<file path="config.mk">
export PLATFORM = sky130hd
export DESIGN_NAME = wrld_scale
export DESIGN_NICKNAME = d
export VERILOG_FILES = /design/src/hw/rtl/wrld_pkg.sv /design/src/hw/rtl/wrld_scale.sv
export SDC_FILE = /design/constraint.sdc
export NUM_CORES = 2
export LEC_CHECK = 0
export ABC_AREA = 1
export BUFFER_PORTS_ARGS = -buffer_cell sky130_fd_sc_hd__buf_2
export CAP_MARGIN = 20
export CORE_UTILIZATION = 50
export DETAILED_ROUTE_END_ITERATION = 8
export GPL_TIMING_DRIVEN = 0
export PLACE_DENSITY_LB_ADDON = 0.2
export SYNTH_ARGS = -nofsm -noshare
export SYNTH_HDL_FRONTEND = slang
export SYNTH_SLANG_ARGS = --single-unit
</file>
<file path="constraint.sdc">
create_clock -name clock -period 8.9 [get_ports clock]
set_input_delay 1.335 -clock clock [delete_from_list [all_inputs] [get_ports clock]]
set_output_delay 1.335 -clock clock [all_outputs]
set_load 0.02 [all_outputs]
</file>
<file path="src/hw/rtl/wrld_pkg.sv">
// ----------------------------------------------------------------------------
// wrld_pkg
// shared widths, payload and configuration types, register map and pipeline
// stage counts for the wind relative drag datapath
// ----------------------------------------------------------------------------
package wrld_pkg;

   // vector and coefficient widths
   localparam int NUM_AXES = 3;
   localparam int VEL_W    = 32;
   localparam int PAR_W    = 31;

   // square root: 66 bit sum of squares, 33 bit root, partial remainder
   localparam int RAD_W  = 66;
   localparam int ROOT_W = 33;
   localparam int REM_W  = 36;

   // configuration port
   localparam int CSR_INDEX_W = 3;
   localparam int CSR_DATA_W  = 32;

   // reset values of the coefficient registers
   localparam logic [PAR_W-1:0] DENSITY_RESET = 31'd65536;
   localparam logic [PAR_W-1:0] DRAG_RESET    = 31'd0;
   localparam logic [PAR_W-1:0] STEP_RESET    = 31'd655;

   // stage counts of each unit
   localparam int LAT_SQSUM = 3;
   localparam int LAT_ISQRT = ROOT_W;
   localparam int LAT_DRAG  = 7;
   localparam int LAT_SCALE = 2;
   localparam int LATENCY   = LAT_SQSUM + LAT_ISQRT + LAT_DRAG + LAT_SCALE;

   // register map
   typedef enum logic [CSR_INDEX_W-1:0] {
      CSR_WIND_X  = 3'd0,
      CSR_WIND_Y  = 3'd1,
      CSR_WIND_Z  = 3'd2,
      CSR_DENSITY = 3'd3,
      CSR_DRAG    = 3'd4,
      CSR_STEP    = 3'd5
   } csr_index_type;

   // relative velocity as sign and magnitude per axis
   typedef struct packed {
      logic [NUM_AXES-1:0]            neg;
      logic [NUM_AXES-1:0][VEL_W-1:0] mag;
   } rel_type;

   // configuration seen by the datapath
   typedef struct packed {
      logic [NUM_AXES-1:0][VEL_W-1:0] wind;
      logic [PAR_W-1:0]               density;
      logic [PAR_W-1:0]               drag;
      logic [PAR_W-1:0]               step;
   } cfg_type;

endpackage

</file>
<file path="src/hw/rtl/wrld_scale.sv">
// ----------------------------------------------------------------------------
// wrld_scale
// scales the relative vector by the remaining fraction, adds the wind back
// and saturates to 32 bits, two register stages
// ----------------------------------------------------------------------------
module wrld_scale
   import wrld_pkg::*;
#(
   parameter int FRAC_BITS = 16
) (
   input  logic                           clock,
   input  logic                           reset,
   input  logic                           in_valid,
   input  rel_type                        in_rel,
   input  logic [FRAC_BITS:0]             in_remain,
   input  logic                           in_stop,
   input  cfg_type                        cfg,
   output logic                           out_valid,
   output logic [NUM_AXES-1:0][VEL_W-1:0] out_vel,
   output logic                           out_stop
);

   localparam int F      = FRAC_BITS;
   localparam int PROD_W = VEL_W + F + 1;
   localparam int SUM_W  = VEL_W + 2;

   localparam logic [VEL_W-1:0] VEL_MAX = {1'b0, {(VEL_W-1){1'b1}}};
   localparam logic [VEL_W-1:0] VEL_MIN = {1'b1, {(VEL_W-1){1'b0}}};

   logic [NUM_AXES-1:0][PROD_W-1:0] prod_in;
   logic [NUM_AXES-1:0][PROD_W-1:0] prod_ff;
   logic [NUM_AXES-1:0]             neg1_ff;
   logic                            valid1_ff;
   logic                            stop1_ff;
   logic [NUM_AXES-1:0][VEL_W-1:0]  mag;
   logic [NUM_AXES-1:0][SUM_W-1:0]  wind_ext;
   logic [NUM_AXES-1:0][SUM_W-1:0]  sum;
   logic [NUM_AXES-1:0][VEL_W-1:0]  vel_in;
   logic [NUM_AXES-1:0][VEL_W-1:0]  vel_ff;
   logic                            valid2_ff;
   logic                            stop2_ff;

   // magnitude times remaining fraction
   always_comb begin
      for (int i = 0; i < NUM_AXES; i++) begin
         prod_in[i] = in_rel.mag[i] * in_remain;
      end
   end

   // truncate toward zero, restore sign, add wind, saturate
   always_comb begin
      for (int i = 0; i < NUM_AXES; i++) begin
         mag[i]      = VEL_W'(prod_ff[i] >> F);
         wind_ext[i] = {{2{cfg.wind[i][VEL_W-1]}}, cfg.wind[i]};
         sum[i]      = neg1_ff[i] ? wind_ext[i] - SUM_W'(mag[i])
                                  : wind_ext[i] + SUM_W'(mag[i]);
         if (sum[i][SUM_W-1:VEL_W-1] == '0 || sum[i][SUM_W-1:VEL_W-1] == '1) begin
            vel_in[i] = sum[i][VEL_W-1:0];
         end else if (sum[i][SUM_W-1]) begin
            vel_in[i] = VEL_MIN;
         end else begin
            vel_in[i] = VEL_MAX;
         end
      end
   end

   // stage registers
   always_ff @(posedge clock) begin
      if (reset) begin
         valid1_ff <= 1'b0;
         valid2_ff <= 1'b0;
      end else begin
         valid1_ff <= in_valid;
         valid2_ff <= valid1_ff;
      end
      prod_ff  <= prod_in;
      neg1_ff  <= in_rel.neg;
      stop1_ff <= in_stop;
      vel_ff   <= vel_in;
      stop2_ff <= stop1_ff;
   end

   assign out_valid = valid2_ff;
   assign out_vel   = vel_ff;
   assign out_stop  = stop2_ff;

endmodule

</file>
Word-level counts from Yosys, hierarchy flattened

Cells that the tools add are included.

Mux-type cells: 9
Reduce and logical (&&, ||, !) cells: 6
Eq/ne operators: 3
Multipliers: 3
$add $sub $neg: 6

Operators by type and width:

| operator                                       | count |
|---|---|
| 32-bit 2-to-1 mux                              | 6 |
| 32-bit by 17-bit multiplier with 48-bit output | 3 |
| 32-bit by 33-bit adder with 34-bit output      | 3 |
| 34-bit 2-to-1 mux                              | 3 |
| 32-bit by 33-bit subtractor with 34-bit output | 3 |
| 3-bit == test, second input constant           | 3 |
| 3-bit logical NOT                              | 3 |
| 1-bit logical OR                               | 3 |

Logic and storage cells: 38
Input bits: 309
Register bits: 247
Output and inout bits: 98

Logic depth before layout (Yosys ltp)

Word-level depth: 5
Depth in mapped cells: 28
Mapped depth without buffers: 27

Worst setup path after synthesis

OpenSTA, ideal clock, no wires.

Kind: input to register
From: input in_remain[2]
To: register prod_ff, in the netlist mag[89]
Arrival time: 6.640 ns
Path buffers: 3
Stages: 25
Slack: 2.188 ns
Required time: 8.828 ns
Setup time: 0.072 ns
Path through: clkbuf_1 > clkbuf_1 > buf_1 > nand2_1 > fa_1 > inv_1 > fa_1 > inv_1 > fa_1 > inv_1 > fa_1 > fa_1 > inv_1 > fa_1 > inv_1 > ha_1 > nand2_1 > nor2_1 > inv_1 > nor2_1 > inv_1 > nor3_1 > nand3b_1 > nand3_1 > xor2_1

RTL lines:

| what                 | RTL line         | source |
|---|---|---|
| from (decl)          | wrld_scale.sv:15 | `input logic [FRAC_BITS:0] in_remain,` |
| to (signal assigned) | wrld_scale.sv:76 | `prod_ff <= prod_in;` |
| to (decl)            | wrld_scale.sv:31 | `logic [NUM_AXES-1:0][PROD_W-1:0] prod_ff;` |

==> impl_metrics.env <==
export IMPL_outcome="complete, no violations"
export IMPL_dpl_hpwl_um=216000
export IMPL_netlist_cell_type_count=47
export IMPL_netlist_area_mm2=0.0682
export IMPL_violation_count_after_the_first_detailed_routing_iteration=5574
export IMPL_die_area_mm2=0.138
export IMPL_place_gp_congestion=1.00
export IMPL_drt_wl_total_um=249000
export IMPL_detail_route_antenna_nets=0
export IMPL_cts_buffers_inserted=17
export IMPL_grt_pass1_wl_um=375000
export IMPL_drt_vias_per_instance=5.26
export IMPL_dieHeight_um=371
export IMPL_worst_setup_path_type="input pin to flip-flop"
export IMPL_nets=11980
export IMPL_worst_ep_required_time_ps=9310
export IMPL_rsz0062_at_grt="no"
export IMPL_syn_mean_instance_area_um2=7.10
export IMPL_post_layout_nonfiller_instances=11691
export IMPL_timing_critical_path_fanout_max=10
export IMPL_placed_cells=11624
export IMPL_placement_io_buffers=203
export IMPL_synth_async_reset_ratio_pct=0
export IMPL_synthesis_yosys_warnings=0
export IMPL_clock_tree_htree_level_count=4
export IMPL_worst_hold_path_type="flip-flop to flip-flop"
export IMPL_setup_worst_path_end_class="flip-flop"
export IMPL_post_route_drc_count=0
export IMPL_num_io_pins=407
export IMPL_route_vias_total=61510
export IMPL_die_width_um=371
export IMPL_hold_buf_cts=0
export IMPL_router_iterations_before_antenna_repair=6
export IMPL_slew_headroom_pct=9.28
export IMPL_core_region_area_mm2=0.135
export IMPL_setup_violations=0
export IMPL_syn2layout_area_growth_pct=6.63
export IMPL_standard_cell_rows=135
export IMPL_timing_clock_skew_ps=34.7
export IMPL_via_count_of_the_first_global_routing_pass=62101
export IMPL_fmax_ghz=0.115
export IMPL_minimum_clock_period_after_layout_ps=8680
export IMPL_syn_num_nets=11717
export IMPL_ys_dominant_reg_cell="dfxtp_1"
export IMPL_fill_cells=13570
export IMPL_post_cts_buffers=0
export IMPL_final_max_slew_violation_count=0
export IMPL_clk_root_buffer_cell="clkbuf_16"
export IMPL_synth_seq_area_share_pct=5.84
export IMPL_grt_max_degree=21
export IMPL_clk_insertion_delay_late_ps=550
export IMPL_cts_buffer_depth=2
export IMPL_crit_path_max_incr_delay_ps=690
export IMPL_timing_critical_path_buf_inv=6
export IMPL_clkTransAtPathRegs_ps=90
export IMPL_final_period_utilization_pct=97.5
export IMPL_synth_ff_latch_count=199
export IMPL_synth_edff_count=0
export IMPL_post_synth_inst_count=9614
export IMPL_final_hold_vio_count=0
export IMPL_critical_path_slowest_cell="clkbuf_2"
export IMPL_cts_sink_count=199
export IMPL_critPathArrivalTime_ps=9090
export IMPL_path_delay_family="adder cells"
export IMPL_grt_overflow_total=0
export IMPL_cts_repair_resize_count=0
export IMPL_grt_antenna_before_repair=36
export IMPL_max_slew_worst_pin_slew_ps=1360
export IMPL_drv_cap=0
export IMPL_drive_gt1_share_pct=3.89
export IMPL_sequence_of_cells_on_the_critical_path="clkbuf_1 > clkbuf_2 > buf_1 > nand2_1 > fa_1 > fa_1 > fa_1 > inv_1 > fa_1 > fa_1 > inv_1 > fa_1 > inv_1 > ha_1 > a21oi_1 > o21ai_0 > a21oi_1 > nand2_1 > nand3_1 > nand2_1 > nand3_1 > nand2_1 > nand2_1 > nand2_1"
export IMPL_routedWlPerCell_um=21.3
export IMPL_clock_tree_from_tritoncts="yes"
export IMPL_critPathLaunchType="input pin"
export IMPL_overall_fraction_of_global_route_tracks_in_use_pct=37.0
export IMPL_floorplan_initialDensity_pct=50.4
cells in the mapped netlist (2+ instances only):
master,count,area [um2]
or2_1,2,12.5
nor4_1,24,150
nor2_1,488,1830
nor3_1,43,215
and3_1,10,62.6
inv_1,2702,10100
nand4_1,36,225
dfxtp_1,199,3980
inv_2,10,37.5
o211ai_1,4,30.0
ha_1,453,5670
buf_1,43,161
xnor2_1,57,499
clkbuf_1,341,1280
nand3_2,6,60.1
a21oi_2,3,26.3
nor2_2,13,81.3
o31ai_1,2,15.0
nand2_1,2841,10700
nand3_1,194,971
fa_1,1341,26800
nand3b_1,7,52.6
buf_6,17,191
a21boi_0,11,82.6
o21bai_1,48,360
and2_0,2,12.5
nor3_2,5,50.1
a21o_1,27,203
a211oi_1,3,22.5
a31oi_1,19,119
a21oi_1,279,1400
nand2_2,33,206
o21ai_2,3,26.3
o21a_1,17,128
o21ai_1,2,10.0
or2_2,3,18.8
xor2_1,174,1520
o311ai_0,3,26.3
o211a_1,2,20.0
o21ai_0,136,681
nand2_4,5,56.3
registers in the layout, indices dropped and copies added, names as in the netlist:
register and count:
out_vel 96, mag 96, valid1_ff 1, out_stop 1
out_valid 1, neg1_ff 3, stop1_ff 1
cells in the final DEF, fill, tap and decap left out, types with 136 or more instances in the layout:
master	Yosys	layout
a21oi_1	279	279
buf_2	0	203
clkbuf_1	341	334
dfxtp_1	199	199
fa_1	1341	1341
ha_1	453	453
inv_1	2702	2702
nand2_1	2841	2841
nand3_1	194	194
nor2_1	488	488
o21ai_0	136	136
xor2_1	174	174
per-stage QoR:
stage	cell area [um2]	setup slack [ps]	TNS, ps	utilization [%]	hold WS [ps]
after floorplan	68200	2190	0	-	310
after global placement	71500	-566	-11090	52.8	311
after detailed placement	71900	33.8	0	53.1	321
after CTS	72500	620	0	53.5	343
after global routing	72700	112	0	53.7	347
final	72700	224	0	53.7	338
metal layers:
metal	wire length (um)	vias up	track usage, %
li1	-	27924	-
met1	100000	29980	48.5
met2	107000	2987	55.6
met3	28800	587	11.3
met4	13500	32	17.8
met5	188	-	0.0699
final timing paths:
path	cells past startpoint	from	slack (ps)	to
min	0	stop1_ff$_DFF_P_	340	out_stop$_DFF_P_
min reg2reg	0	stop1_ff$_DFF_P_	340	out_stop$_DFF_P_
max	24	in_remain[4]	220	mag[55]$_DFF_P_
max reg2reg	24	mag[0]$_DFF_P_	4930	out_vel[30]$_DFF_P_
cells by family after synthesis:
group,Yosys count,share of synthesized area (%)
buf+inv,3114,17.3
simple gates,3713,21.5
fa+ha+maj,1794,47.7
xor+xnor,231,2.97
compound gates,563,4.68
flops,199,5.84
cell type report:
class,instances,area (um2),area share (%)
timing repair buffer,244,1620,2.22
clock buffer,18,439,0.604
multi-input combinational,6301,52400,72.0
clock inverter,14,179,0.246
sequential,199,3980,5.48
antenna,20,50.0,0.0688
inverter,2712,10200,14.0
tap,1781,2230,3.06
buffer,402,1660,2.28
Power is not shown: default switching activity piles up to over one toggle a cycle in this logic, so the estimate is an artifact.
